===== src/rtl/core/trc_pkg.sv =====
// ----------------------------------------------------------------------------
// trc_pkg
// Shared types and constants of the TCP response classifier.
// ----------------------------------------------------------------------------
package trc_pkg;

  // Byte position within a frame; it saturates at its all-ones value.
  typedef logic [6:0] pos_t;
  // Frame length, one bit wider than a position.
  typedef logic [7:0] len_t;

  localparam pos_t POS_MAX       = 7'd127;
  localparam pos_t POS_ETYPE_HI  = 7'd12;
  localparam pos_t POS_ETYPE_LO  = 7'd13;
  localparam pos_t POS_IHL       = 7'd14;
  localparam pos_t POS_PROTO     = 7'd23;
  localparam pos_t POS_SRC_FIRST = 7'd26;
  localparam pos_t POS_SRC_LAST  = 7'd29;
  localparam pos_t POS_DST_FIRST = 7'd30;
  localparam pos_t POS_DST_LAST  = 7'd33;
  localparam pos_t ETH_LEN       = 7'd14;

  // Offsets inside the TCP header.
  localparam pos_t TCP_SPORT_HI  = 7'd0;
  localparam pos_t TCP_SPORT_LO  = 7'd1;
  localparam pos_t TCP_DPORT_HI  = 7'd2;
  localparam pos_t TCP_DPORT_LO  = 7'd3;
  localparam pos_t TCP_FLAGS     = 7'd13;

  localparam len_t TCP_LEN       = 8'd20;
  localparam len_t MIN_FRAME_LEN = 8'd54;

  localparam logic [15:0] ETHERTYPE_IPV4 = 16'h0800;
  localparam logic [7:0]  PROTO_TCP      = 8'd6;

  localparam int unsigned FLAG_SYN_BIT = 1;
  localparam int unsigned FLAG_RST_BIT = 2;
  localparam int unsigned FLAG_ACK_BIT = 4;

  // Configuration port.
  localparam int unsigned APB_ADDR_W = 4;
  typedef logic [1:0] reg_idx_t;
  localparam reg_idx_t REG_LOCAL_IP  = 2'd0;
  localparam reg_idx_t REG_PORT_LOW  = 2'd1;
  localparam reg_idx_t REG_PORT_HIGH = 2'd2;

  typedef struct packed {
    logic [15:0] ether_type;
    logic [3:0]  ihl;
    logic [7:0]  proto;
    logic [31:0] src_addr;
    logic [31:0] dst_addr;
    logic [15:0] tcp_sport;
    logic [15:0] tcp_dport;
    logic [7:0]  flags;
  } hdr_t;

  typedef struct packed {
    logic [31:0] local_ip;
    logic [15:0] port_low;
    logic [15:0] port_high;
  } cfg_t;

  typedef struct packed {
    logic        accepted;
    logic [31:0] responder_ip;
    logic [15:0] responder_port;
    logic        port_open;
  } result_t;

endpackage


===== src/rtl/core/trc_in_if.sv =====
// ----------------------------------------------------------------------------
// trc_in_if
// Byte stream channel carrying frame bytes with a last-byte mark.
// ----------------------------------------------------------------------------
interface trc_in_if;
  logic       valid;
  logic       ready;
  logic [7:0] frame_byte;
  logic       last_byte;

  modport source (output valid, output frame_byte, output last_byte, input ready);
  modport sink   (input valid, input frame_byte, input last_byte, output ready);
endinterface


===== src/rtl/core/trc_out_if.sv =====
// ----------------------------------------------------------------------------
// trc_out_if
// Result channel carrying one classification per frame.
// ----------------------------------------------------------------------------
interface trc_out_if;
  logic        valid;
  logic        ready;
  logic        accepted;
  logic [31:0] responder_ip;
  logic [15:0] responder_port;
  logic        port_open;

  modport source (output valid, output accepted, output responder_ip,
                  output responder_port, output port_open, input ready);
  modport sink   (input valid, input accepted, input responder_ip,
                  input responder_port, input port_open, output ready);
endinterface


===== src/rtl/core/trc_cfg_regs.sv =====
// ----------------------------------------------------------------------------
// trc_cfg_regs
// APB register bank holding the local address and the accepted port range.
// ----------------------------------------------------------------------------
module trc_cfg_regs
  import trc_pkg::*;
(
  input  logic                  clk,
  input  logic                  rst_n,
  input  logic                  psel,
  input  logic                  penable,
  input  logic                  pwrite,
  input  logic [APB_ADDR_W-1:0] paddr,
  input  logic [31:0]           pwdata,
  output logic [31:0]           prdata,
  output logic                  pready,
  output cfg_t                  cfg_o
);

  cfg_t     cfg_r;
  cfg_t     cfg_nxt;
  reg_idx_t idx;
  logic     wr_en;

  assign pready = 1'b1;
  assign idx    = paddr[3:2];
  assign wr_en  = psel && penable && pwrite && pready;

  always_comb begin
    cfg_nxt = cfg_r;
    if (wr_en) begin
      case (idx)
        REG_LOCAL_IP:  cfg_nxt.local_ip  = pwdata;
        REG_PORT_LOW:  cfg_nxt.port_low  = pwdata[15:0];
        REG_PORT_HIGH: cfg_nxt.port_high = pwdata[15:0];
        default:       cfg_nxt = cfg_r;
      endcase
    end
  end

  always_comb begin
    case (idx)
      REG_LOCAL_IP:  prdata = cfg_r.local_ip;
      REG_PORT_LOW:  prdata = {16'd0, cfg_r.port_low};
      REG_PORT_HIGH: prdata = {16'd0, cfg_r.port_high};
      default:       prdata = 32'd0;
    endcase
  end

  always_ff @(posedge clk) begin
    if (!rst_n) begin
      cfg_r.local_ip  <= 32'd0;
      cfg_r.port_low  <= 16'd0;
      cfg_r.port_high <= 16'hFFFF;
    end else begin
      cfg_r <= cfg_nxt;
    end
  end

  assign cfg_o = cfg_r;

endmodule


===== src/rtl/core/trc_hdr_capture.sv =====
// ----------------------------------------------------------------------------
// trc_hdr_capture
// Byte position counter and capture of the Ethernet, IPv4 and TCP fields.
// ----------------------------------------------------------------------------
module trc_hdr_capture
  import trc_pkg::*;
(
  input  logic       clk,
  input  logic       rst_n,
  input  logic       adv,
  input  logic [7:0] byte_i,
  input  logic       last_i,
  output pos_t       pos_o,
  output hdr_t       hdr_o
);

  pos_t pos_r;
  pos_t pos_nxt;
  hdr_t hdr_r;
  hdr_t hdr_nxt;
  hdr_t upd;
  pos_t tcp_at;

  // The header length captured on this very byte already moves the TCP
  // header, so the offset is taken from the updated value.
  always_comb begin
    upd = hdr_r;
    if (pos_r == POS_ETYPE_HI) upd.ether_type[15:8] = byte_i;
    if (pos_r == POS_ETYPE_LO) upd.ether_type[7:0]  = byte_i;
    if (pos_r == POS_IHL)      upd.ihl              = byte_i[3:0];
    if (pos_r == POS_PROTO)    upd.proto            = byte_i;
    if (pos_r >= POS_SRC_FIRST && pos_r <= POS_SRC_LAST)
      upd.src_addr = {hdr_r.src_addr[23:0], byte_i};
    if (pos_r >= POS_DST_FIRST && pos_r <= POS_DST_LAST)
      upd.dst_addr = {hdr_r.dst_addr[23:0], byte_i};

    tcp_at = ETH_LEN + pos_t'({upd.ihl, 2'b00});
    if (pos_r == tcp_at + TCP_SPORT_HI || pos_r == tcp_at + TCP_SPORT_LO)
      upd.tcp_sport = {hdr_r.tcp_sport[7:0], byte_i};
    if (pos_r == tcp_at + TCP_DPORT_HI || pos_r == tcp_at + TCP_DPORT_LO)
      upd.tcp_dport = {hdr_r.tcp_dport[7:0], byte_i};
    if (pos_r == tcp_at + TCP_FLAGS)
      upd.flags = byte_i;
  end

  always_comb begin
    pos_nxt = pos_r;
    hdr_nxt = hdr_r;
    if (adv) begin
      if (last_i) begin
        pos_nxt = '0;
        hdr_nxt = '0;
      end else begin
        hdr_nxt = upd;
        if (pos_r != POS_MAX) pos_nxt = pos_r + 7'd1;
      end
    end
  end

  always_ff @(posedge clk) begin
    if (!rst_n) begin
      pos_r <= '0;
      hdr_r <= '0;
    end else begin
      pos_r <= pos_nxt;
      hdr_r <= hdr_nxt;
    end
  end

  assign pos_o = pos_r;
  assign hdr_o = upd;

endmodule


===== src/rtl/core/trc_classify.sv =====
// ----------------------------------------------------------------------------
// trc_classify
// Judges a complete frame and forms its result item.
// ----------------------------------------------------------------------------
module trc_classify
  import trc_pkg::*;
(
  input  pos_t    pos_i,
  input  hdr_t    hdr_i,
  input  cfg_t    cfg_i,
  output result_t res_o
);

  len_t len;
  len_t tcp_end;
  logic rst;
  logic synack;
  logic ok;

  always_comb begin
    len     = {1'b0, pos_i} + 8'd1;
    tcp_end = len_t'(ETH_LEN) + len_t'({hdr_i.ihl, 2'b00}) + TCP_LEN;
    rst     = hdr_i.flags[FLAG_RST_BIT];
    synack  = hdr_i.flags[FLAG_SYN_BIT] && hdr_i.flags[FLAG_ACK_BIT];

    ok = (len >= MIN_FRAME_LEN) &&
         (hdr_i.ether_type == ETHERTYPE_IPV4) &&
         (hdr_i.proto == PROTO_TCP) &&
         (hdr_i.dst_addr == cfg_i.local_ip) &&
         (len >= tcp_end) &&
         (hdr_i.tcp_dport >= cfg_i.port_low) &&
         (hdr_i.tcp_dport <= cfg_i.port_high) &&
         (rst || synack);

    res_o.accepted       = ok;
    res_o.responder_ip   = ok ? hdr_i.src_addr : 32'd0;
    res_o.responder_port = ok ? hdr_i.tcp_sport : 16'd0;
    // A reset flag wins over SYN+ACK and reports the port closed.
    res_o.port_open      = ok && !rst;
  end

endmodule


===== src/rtl/core/tcp_response_classifier_core.sv =====
// ----------------------------------------------------------------------------
// tcp_response_classifier_core
// Parses Ethernet/IPv4/TCP headers from a byte stream and flags RST or
// SYN+ACK responses addressed to the local address and port range.
// ----------------------------------------------------------------------------
//
//   Channel   Direction  Handshake       Payload
//   in_chan   in         valid/ready     frame_byte[7:0], last_byte
//   out_chan  out        valid/ready     accepted, responder_ip[31:0],
//                                        responder_port[15:0], port_open
//   APB       in/out     psel/penable    local_ip, port_low, port_high
//
// One byte is accepted per cycle while the input register can advance. A byte
// is held in the input register and then folded into the captured header; the
// final byte of a frame has its result registered in the output register. A
// stalled result holds a final byte in the input register, and the input waits.
// Synchronous active-low reset clears the frame state and the registers.
module tcp_response_classifier_core
  import trc_pkg::*;
(
  input  logic                  clk,
  input  logic                  rst_n,
  trc_in_if.sink                in_chan,
  trc_out_if.source             out_chan,
  input  logic                  psel,
  input  logic                  penable,
  input  logic                  pwrite,
  input  logic [APB_ADDR_W-1:0] paddr,
  input  logic [31:0]           pwdata,
  output logic [31:0]           prdata,
  output logic                  pready
);

  logic       s1_valid_r;
  logic       s1_valid_nxt;
  logic [7:0] s1_byte_r;
  logic       s1_last_r;
  logic       s1_adv;
  logic       out_free;
  logic       out_valid_r;
  logic       out_valid_nxt;
  result_t    res_r;
  result_t    res;
  pos_t       pos;
  hdr_t       hdr;
  cfg_t       cfg;

  trc_cfg_regs u_cfg (
    .clk     (clk),
    .rst_n   (rst_n),
    .psel    (psel),
    .penable (penable),
    .pwrite  (pwrite),
    .paddr   (paddr),
    .pwdata  (pwdata),
    .prdata  (prdata),
    .pready  (pready),
    .cfg_o   (cfg)
  );

  trc_hdr_capture u_capture (
    .clk    (clk),
    .rst_n  (rst_n),
    .adv    (s1_adv),
    .byte_i (s1_byte_r),
    .last_i (s1_last_r),
    .pos_o  (pos),
    .hdr_o  (hdr)
  );

  trc_classify u_classify (
    .pos_i (pos),
    .hdr_i (hdr),
    .cfg_i (cfg),
    .res_o (res)
  );

  // Only a final byte needs room in the output register.
  assign out_free      = !out_valid_r || out_chan.ready;
  assign s1_adv        = s1_valid_r && (!s1_last_r || out_free);
  assign in_chan.ready = !s1_valid_r || s1_adv;

  always_comb begin
    s1_valid_nxt = s1_valid_r;
    if (in_chan.valid && in_chan.ready) s1_valid_nxt = 1'b1;
    else if (s1_adv)                    s1_valid_nxt = 1'b0;

    out_valid_nxt = out_valid_r;
    if (s1_adv && s1_last_r)  out_valid_nxt = 1'b1;
    else if (out_chan.ready)  out_valid_nxt = 1'b0;
  end

  always_ff @(posedge clk) begin
    if (!rst_n) begin
      s1_valid_r  <= 1'b0;
      out_valid_r <= 1'b0;
    end else begin
      s1_valid_r  <= s1_valid_nxt;
      out_valid_r <= out_valid_nxt;
    end
  end

  always_ff @(posedge clk) begin
    if (in_chan.valid && in_chan.ready) begin
      s1_byte_r <= in_chan.frame_byte;
      s1_last_r <= in_chan.last_byte;
    end
    if (s1_adv && s1_last_r) begin
      res_r <= res;
    end
  end

  assign out_chan.valid          = out_valid_r;
  assign out_chan.accepted       = res_r.accepted;
  assign out_chan.responder_ip   = res_r.responder_ip;
  assign out_chan.responder_port = res_r.responder_port;
  assign out_chan.port_open      = res_r.port_open;

endmodule


===== src/flat_wrapper.sv =====
// flat-port wrapper written by rule: the top's interface ports become plain ports
module tcp_response_classifier_core_flat import trc_pkg::*;
  (clk, rst_n, psel, penable, pwrite, paddr, pwdata, prdata, pready, in_chan_valid, in_chan_frame_byte, in_chan_last_byte, in_chan_ready, out_chan_valid, out_chan_accepted, out_chan_responder_ip, out_chan_responder_port, out_chan_port_open, out_chan_ready);
  trc_in_if in_chan_i ();
  trc_out_if out_chan_i ();
  input  logic clk;
  input  logic rst_n;
  input  logic psel;
  input  logic penable;
  input  logic pwrite;
  input  logic [APB_ADDR_W-1:0] paddr;
  input  logic [31:0] pwdata;
  output logic [31:0] prdata;
  output logic pready;
  input wire logic [$bits(in_chan_i.valid)-1:0] in_chan_valid;
  input wire logic [$bits(in_chan_i.frame_byte)-1:0] in_chan_frame_byte;
  input wire logic [$bits(in_chan_i.last_byte)-1:0] in_chan_last_byte;
  output wire logic [$bits(in_chan_i.ready)-1:0] in_chan_ready;
  output wire logic [$bits(out_chan_i.valid)-1:0] out_chan_valid;
  output wire logic [$bits(out_chan_i.accepted)-1:0] out_chan_accepted;
  output wire logic [$bits(out_chan_i.responder_ip)-1:0] out_chan_responder_ip;
  output wire logic [$bits(out_chan_i.responder_port)-1:0] out_chan_responder_port;
  output wire logic [$bits(out_chan_i.port_open)-1:0] out_chan_port_open;
  input wire logic [$bits(out_chan_i.ready)-1:0] out_chan_ready;
  assign in_chan_i.valid = in_chan_valid;
  assign in_chan_i.frame_byte = in_chan_frame_byte;
  assign in_chan_i.last_byte = in_chan_last_byte;
  assign in_chan_ready = in_chan_i.ready;
  assign out_chan_valid = out_chan_i.valid;
  assign out_chan_accepted = out_chan_i.accepted;
  assign out_chan_responder_ip = out_chan_i.responder_ip;
  assign out_chan_responder_port = out_chan_i.responder_port;
  assign out_chan_port_open = out_chan_i.port_open;
  assign out_chan_i.ready = out_chan_ready;
  tcp_response_classifier_core u_core (.clk(clk), .rst_n(rst_n), .in_chan(in_chan_i), .out_chan(out_chan_i), .psel(psel), .penable(penable), .pwrite(pwrite), .paddr(paddr), .pwdata(pwdata), .prdata(prdata), .pready(pready));
endmodule

===== config.mk =====
export PLATFORM = sky130hd
export DESIGN_NAME = tcp_response_classifier_core_flat
export DESIGN_NICKNAME = d
export VERILOG_FILES = /design/src/rtl/core/trc_pkg.sv /design/src/rtl/core/trc_in_if.sv /design/src/rtl/core/trc_out_if.sv /design/src/rtl/core/trc_cfg_regs.sv /design/src/rtl/core/trc_hdr_capture.sv /design/src/rtl/core/trc_classify.sv /design/src/rtl/core/tcp_response_classifier_core.sv /design/src/flat_wrapper.sv
export SDC_FILE = /design/constraint.sdc
export NUM_CORES = 1
export LEC_CHECK = 0
export ABC_AREA = 1
export BUFFER_PORTS_ARGS = -buffer_cell sky130_fd_sc_hd__buf_2
export CAP_MARGIN = 20
export CORE_MARGIN = 3
export CORE_UTILIZATION = 65
export CTS_BUF_LIST = sky130_fd_sc_hd__clkbuf_2
export DETAILED_ROUTE_END_ITERATION = 8
export GPL_ROUTABILITY_DRIVEN = 0
export PLACE_DENSITY = 0.95
export SLEW_MARGIN = 20
export SYNTH_ARGS = -nofsm -noshare
export SYNTH_HDL_FRONTEND = slang
export SYNTH_SLANG_ARGS = --single-unit
export TNS_END_PERCENT = 30

===== constraint.sdc =====
create_clock -name clk -period 7 [get_ports clk]
set_clock_uncertainty 0.2 [all_clocks]
set_input_delay 1.4 -clock clk [delete_from_list [all_inputs] [get_ports clk]]
set_output_delay 1.4 -clock clk [all_outputs]
set_load 0.005 [all_outputs]

==> impl_metrics.csv, run 1 <==
group,metric,value,unit
outcome,outcome,"finished, final reports clean",
critical_path,r2r-start,"u_core.u_capture.pos_o[0]",
critical_path,cp_max_fo,50,
critical_path,critPathTopFamily,"simple AND/OR/NAND/NOR gates",
critical_path,crit_buf_inv,2,
worst_hold_path,hold_end,"u_core.u_capture.hdr_r[2]",
timing,fin_crit_sh,84.02,%
timing,fin_crit,5.881,ns
placed_design,place_ws,1.254,ns
logic_synthesis,avgSynthCellArea,7.105,um^2
global_route,grtUsageTotal,32.02,%
global_route,grt.overflow.total,0,
logic_synthesis,synth_edf_count,59,
critical_path,cp-start-kind,"flip-flop",
power,ir_worst_vdd,127.2,uV
global_route,grt_pass1_vias,12430,
global_route,grt_first_pass_wirelength,59290,um
critical_path,r2r-end,"u_core.out_chan.responder_ip[16]",
clocking,numCtsBuffers,69,
routing,drtAntennaViolNets,0,
finish,fin_cells,2375,
routing,vias,13800,
timing,slew_violations,0,
power,leakagePower,6.767,nW
placed_design,dp_hpwl,24950,um
critical_path,crit_top_cell,"nand2_1",
floorplanning,die-area,22920,um^2
critical_path,cp.required,7.46,ns
timing,setup_viol,0,
clocking,root_buffer,"clkbuf_2",
logic_synthesis,synthArstFlopShare,0,%
finish,syn2layout_area_growth,9.715,%
timing,setup_slack,1.119,ns
run,cap_viol_max_count,0,
logic_synthesis,yosysWarnings,0,
power,switching_share,26.74,%
routing,dr.pass1.iters,9,
routing,wl_per_cell,15.72,um
placed_design,dp.cells,2253,
logic_synthesis,synth_cells,1934,
power,power_frac_clock,40.2,%
logic_synthesis,ys_seq_elements,259,
routing,wirelength,37340,um
clocking,cts-resized-gates,0,
clocking,h-tree-depth,3,
finish,multi_input_area,6558,um^2
routing,drtIter0Drc,1444,
clocking,clockBufferDepth,3,
critical_path,slowest_delay,0.86,ns
power,powerDensity,189.7,nW/um^2
clocking,clkTransAtPathRegs,0.10,ns
finish,fillers,1481,
clocking,cts_tree,"built",
critical_path,path_cells,"inv_1, ha_1, nand3_1, inv_1, nand2_1, nand2_1, nand2_2, nand2_1, nand2_1, nand2_1, nor4_4, nand2_4, nand2_1, and2_1, ha_1, a21oi_1, o21bai_1, a211oi_1, a21oi_1, nor2_1, nand2_1, nor2_2, nand3_4, nor2_2",
placed_design,numPortBuffers,133,
power,seq_power_share,54.1,%
floorplanning,std_cell_rows,52,
routing,detail_route.vias_per_cell,5.810,
timing,slew-limit-headroom,29.91,%
critical_path,arrival,6.34,ns
critical_path,worstSetupPathType,"reg2reg",
power,p_switching,0.0007649,W
critical_path,slowest_stage,"nor4_4",
logic_synthesis,synth_nets,2027,
power,combPwrFrac,5.7,%
logic_synthesis,synth_ff_type,"dfxtp_1",
worst_hold_path,hold_depth,2,
clocking,cts_setup_buffers,0,
floorplanning,die_w,151.4,um
worst_hold_path,worstHoldStart,"u_core.u_capture.hdr_r[2]",
power,internal_power,0.002096,W
logic_synthesis,synth_seq_area_share,42.03,%
finish,drive_above_1_share,17.02,%
critical_path,endpoint_kind,"flip-flop",
global_route,antenna_found_initial,1,
timing,rsz0062_at_grt,"no",
finish,seqCellArea,5776,um^2
timing,fmax,170.0,MHz
critical_path,reg2regPathDepth,24,
timing,worstMarginPinSlew,1.043,ns
critical_path,reg2reg_slack,1.12,ns
clocking,cts_hold_buf,0,
routing,post-route-drc-count,0,
clocking,cts_sinks,259,
timing,hold_viol_final,0,
floorplanning,die_y,151.4,um
floorplanning,coreArea,20490,um^2
critical_path,crit_start,"u_core.u_capture.pos_o[0]",
finish,final_common_cell,"nand2_1",
worst_hold_path,hp-class,"reg2reg",
global_route,grt_max_degree,96,
floorplanning,start_util,67.05,%
timing,tns,0,ns
finish,fin_nets,2147,
logic_synthesis,netlist_area,13740,um^2
logic_synthesis,yosysUniqueCellTypes,43,
finish,layout_common_cells,"nand2_1, inv_1, dfxtp_1",
floorplanning,pin_count,137,
clocking,clk_latency,0.86,ns
-- how the worst max path moves through the flow --
stage / to / slack [ns] / cells after the start
after detailed placement: u_core.out_chan.responder_ip[16] / 1.25 / 24
after CTS: u_core.out_chan.responder_ip[16] / 1.24 / 24
final: u_core.out_chan.responder_ip[16] / 1.12 / 24
after global routing: u_core.out_chan.responder_ip[16] / 0.44 / 24
after floorplan: u_core.out_chan.responder_ip[0] / 2.94 / 25
after global placement: u_core.out_chan.responder_port[4] / 1.54 / 24
-- tightest hold or removal path, cell delays in order, from the launching register on --
cell and delay, ns:
dfxtp_1 0.32, nand2_1 0.06, a21oi_1 0.05
-- per-layer routing --
layer  global-route usage, %  part of all wire, %  routed length, um  vias up
li1                        -                    -                  -     6546
met1                   40.75                   38              14080     6257
met2                   52.19                   47              17540      847
met3                   6.014                   11               4066      149
met4                   15.87                  4.4               1648        0
met5                       0                    0                  0        -
-- cells in the mapped netlist (7+ instances only) --
cell      count  area [um^2]
nand2_1     537         2016
inv_1       248        930.9
dfxtp_1     200         4004
a21oi_1     169        845.8
nand3_1     146        730.7
nor2_1      111        416.7
o21ai_0      99        495.5
clkbuf_1     65        244.0
edfxtp_1     59         1772
nor2_2       59        369.1
ha_1         41        513.0
o22ai_1      32        200.2
nand4_1      22        137.6
o211ai_1     21        157.7
and2_1       15        93.84
o221ai_1     15        131.4
inv_2        11        41.29
buf_6         9        101.4
buf_2         8        40.04
nand2_2       8        50.05
buf_4         7        52.55
-- power groups by stage --
stage	Combinational, W	Sequential (W)	Clock (W)
after floorplan	0.0000960	0.00158	0
after global placement	0.000153	0.00158	0
after global routing	0.000176	0.00155	0.00124
after CTS	0.000158	0.00155	0.00116
after detailed placement	0.000157	0.00158	0
final	0.000163	0.00155	0.00115
-- registers in the layout, indices dropped and copies added, names as in the netlist --
register and count:
u_core.u_capture.hdr_r 127, u_core.u_cfg.cfg_o 64, u_core.out_chan.responder_ip 32, u_core.out_chan.responder_port 16, u_core.s1_byte_r 8, u_core.u_capture.pos_o 7
u_core.out_chan.accepted 1, u_core.out_chan.port_open 1, u_core.out_chan.valid 1, u_core.s1_last_r 1, u_core.s1_valid_r 1
-- cell families after synthesis --
family                   share of synthesized area, %
adder cells (fa/ha/maj)                         3.733
AO/OA/AOI/OAI                                   14.42
AND/OR/NAND/NOR                                 29.09
flip-flops                                      42.03
XOR/XNOR                                       0.1912
buffers and inverters                           10.51
other                                         0.02729
-- layout make-up --
cell class | instances | share of cell area (%)
diodes | 1 | 0.01660
clock buffers | 109 | 3.618
clock inverters | 12 | 0.8216
inverters | 262 | 6.539
multi-input cells | 1318 | 43.49
flip-flops and latches | 259 | 38.31
well taps | 270 | 2.241
repair buffers | 144 | 4.963
-- stage by stage --
step	area [um^2]	hold WS [ns]	total power [W]	util, %
6_report	15080	0.2686	0.002861	73.57
5_1_grt	15080	0.2810	0.002965	73.57
4_1_cts	15070	0.2680	0.002869	73.53
3_5_place_dp	14400	0.2551	0.001739	70.27
3_3_place_gp	14400	0.2472	0.001736	70.27
2_1_floorplan	13740	0.2401	0.001674	-
Note: power is estimated with default switching activity, not from simulation.
==> run 2: changes to the inputs <==
--- a/config.mk
+++ b/config.mk
@@ -9,11 +9,11 @@
 export BUFFER_PORTS_ARGS = -buffer_cell sky130_fd_sc_hd__buf_2
 export CAP_MARGIN = 20
 export CORE_MARGIN = 3
-export CORE_UTILIZATION = 65
+export CORE_UTILIZATION = 62
 export CTS_BUF_LIST = sky130_fd_sc_hd__clkbuf_2
 export DETAILED_ROUTE_END_ITERATION = 8
 export GPL_ROUTABILITY_DRIVEN = 0
-export PLACE_DENSITY = 0.95
+export PLACE_DENSITY = 0.94
 export SLEW_MARGIN = 20
 export SYNTH_ARGS = -nofsm -noshare
 export SYNTH_HDL_FRONTEND = slang
==> constraint.sdc (replaced) <==
create_clock -name clk -period 5.79 [get_ports clk]
set_clock_uncertainty 0.2 [all_clocks]
set_input_delay 1.158 -clock clk [delete_from_list [all_inputs] [get_ports clk]]
set_output_delay 1.158 -clock clk [all_outputs]
set_load 0.005 [all_outputs]
==> impl_metrics.csv, run 2 (synthesis results as in run 1) <==
group,metric,value,unit
outcome,outcome,"finished, final reports clean",
timing,fin_crit,5.312,ns
finish,fin_util,70.28,%
finish,fin_nets,2148,
routing,post-route-drc-count,0,
timing,tns,0,ns
finish,drive_above_1_share,16.61,%
timing,hold_viol_final,0,
floorplanning,pin_count,137,
power,switching_share,27.04,%
global_route,grt_pass1_vias,12700,
clocking,numCtsBuffers,67,
critical_path,critPathTopFamily,"simple AND/OR/NAND/NOR gates",
routing,detail_route.vias_per_cell,5.817,
critical_path,arrival,5.77,ns
power,seq_power_share,56.1,%
clocking,cts-resized-gates,0,
routing,wirelength,37240,um
global_route,grt_max_degree,103,
timing,setup_viol,0,
critical_path,worstSetupPathType,"reg2reg",
floorplanning,die-area,23990,um^2
critical_path,r2r-start,"u_core.u_capture.pos_o[0]",
critical_path,crit_top_cell,"nand2_1",
critical_path,crit_start,"u_core.u_capture.pos_o[0]",
finish,registers.top_by_ff_count,"u_core.u_capture.hdr_r",
routing,drtIter0Drc,1559,
floorplanning,die_w,154.9,um
finish,final_common_cell,"nand2_1",
placed_design,dp.cells,2260,
critical_path,cp-start-kind,"flip-flop",
critical_path,endpoint_kind,"flip-flop",
clocking,clk_latency,0.85,ns
timing,fin_crit_sh,91.74,%
power,combPwrFrac,6.0,%
clocking,h-tree-depth,3,
global_route,antenna_found_initial,2,
critical_path,cp_max_fo,31,
timing,fmax,188.3,MHz
routing,drtAntennaViolNets,0,
placed_design,numPortBuffers,133,
floorplanning,std_cell_rows,53,
floorplanning,coreArea,21420,um^2
critical_path,path_cells,"inv_1, ha_1, nand3_1, nor2_4, o21ai_0, nand2_1, nand2_2, nor2_1, nor4_4, buf_4, nand2_4, nand2_1, and2_1, ha_1, a21oi_1, o21bai_1, a211oi_1, a21oi_1, nor2_1, nand2_1, nor2_2, nand3_4, buf_12, nor2_2",
power,ir_worst_vdd,169.4,uV
power,powerDensity,221.6,nW/um^2
critical_path,slowest_delay,0.54,ns
clocking,cts_tree,"built",
worst_hold_path,hp-class,"reg2reg",
timing,rsz0062_at_grt,"no",
finish,fin_cells,2371,
run,cap_viol_max_count,0,
global_route,grt_first_pass_wirelength,59610,um
critical_path,crit_buf_inv,3,
power,p_switching,0.0009020,W
placed_design,dp_hpwl,24960,um
global_route,grtUsageTotal,29.91,%
worst_hold_path,worstHoldStart,"u_core.u_capture.hdr_r[51]",
clocking,cts_hold_buf,0,
floorplanning,start_util,64.16,%
timing,slew-limit-headroom,29.72,%
power,power_frac_clock,37.9,%
routing,dr.pass1.iters,8,
clocking,cts_setup_buffers,0,
routing,wl_per_cell,15.71,um
floorplanning,die_y,154.9,um
critical_path,cp.required,6.25,ns
power,internal_power,0.002434,W
timing,slew_violations,0,
clocking,clkTransAtPathRegs,0.10,ns
clocking,root_buffer,"clkbuf_2",
routing,vias,13790,
finish,largest_register_ffs,127,
global_route,grt.overflow.total,0,
finish,layout_common_cells,"nand2_1, inv_1, dfxtp_1",
clocking,clockBufferDepth,3,
power,leakagePower,6.732,nW
timing,worstMarginPinSlew,1.054,ns
critical_path,slowest_stage,"dfxtp_1",
clocking,cts_sinks,259,
finish,syn2layout_area_growth,9.542,%
-- run 2: cell types whose count changed in the layout (fill, tap and decap cells not counted) --
| cell | previous run | this run |
|---|---|---|
| buf_12 | 0 | 1 |
| buf_6 | 0 | 1 |
| inv_2 | 13 | 15 |
| clkbuf_2 | 109 | 95 |
| bufinv_16 | 3 | 2 |
| buf_16 | 0 | 1 |
| clkinv_1 | 10 | 11 |
-- run 2: worst paths after layout --
check,to,slack [ns],cells past startpoint
setup / recovery,u_core.out_chan.responder_ip[3],0.48,24
hold / removal,u_core.u_capture.hdr_r[51],0.27,2
setup reg to reg,u_core.out_chan.responder_ip[3],0.48,24
hold reg to reg,u_core.u_capture.hdr_r[51],0.27,2
-- run 2: area by class of cell --
type	instances	area [um^2]
Fill cell	1629	6366
Sequential cell	259	5776
Clock buffer	95	475.5
Timing Repair Buffer	147	807.0
Multi-Input combinational cell	1318	6558
Antenna cell	1	2.502
Clock inverter	14	105.1
Inverter	262	985.9
Tap cell	275	344.1
-- run 2: worst min-delay path, delay by kind of cell (launching register included) --
family	cells	cell delay (ns)
AND/OR/NAND/NOR	1	0.06
flip-flops	1	0.32
AO/OA/AOI/OAI	1	0.05
-- run 2: power by group through the flow --
stage | clock network (W) | registers [W] | logic (W)
finish | 0.00126 | 0.00187 | 0.000199
global route | 0.00136 | 0.00187 | 0.000214
CTS | 0.00127 | 0.00187 | 0.000193
detailed placement | 0 | 0.00191 | 0.000191
global placement | 0 | 0.00191 | 0.000186
floorplan | 0 | 0.00191 | 0.000116
-- run 2: metal layers --
layer  track usage [%]  vias up  share of wire, %
met4             13.46        2               4.3
met5                 0        -             0.024
met1             38.34     6297                38
met2             49.51      801                46
met3             5.396      143                11
li1                  -     6548                 -
-- run 2: per-stage QoR --
| step | instance area (um^2) | hold slack [ns] | power, W | worst slack, ns |
|---|---|---|---|---|
| 2_1_floorplan | 13740 | 0.2401 | 0.002024 | 1.735 |
| 3_3_place_gp | 14440 | 0.2466 | 0.002099 | 0.9336 |
| 3_5_place_dp | 14440 | 0.2544 | 0.002104 | 0.6464 |
| 4_1_cts | 15020 | 0.2690 | 0.003338 | 0.6055 |
| 5_1_grt | 15050 | 0.2551 | 0.003449 | 0.2126 |
| 6_report | 15050 | 0.2684 | 0.003335 | 0.4784 |
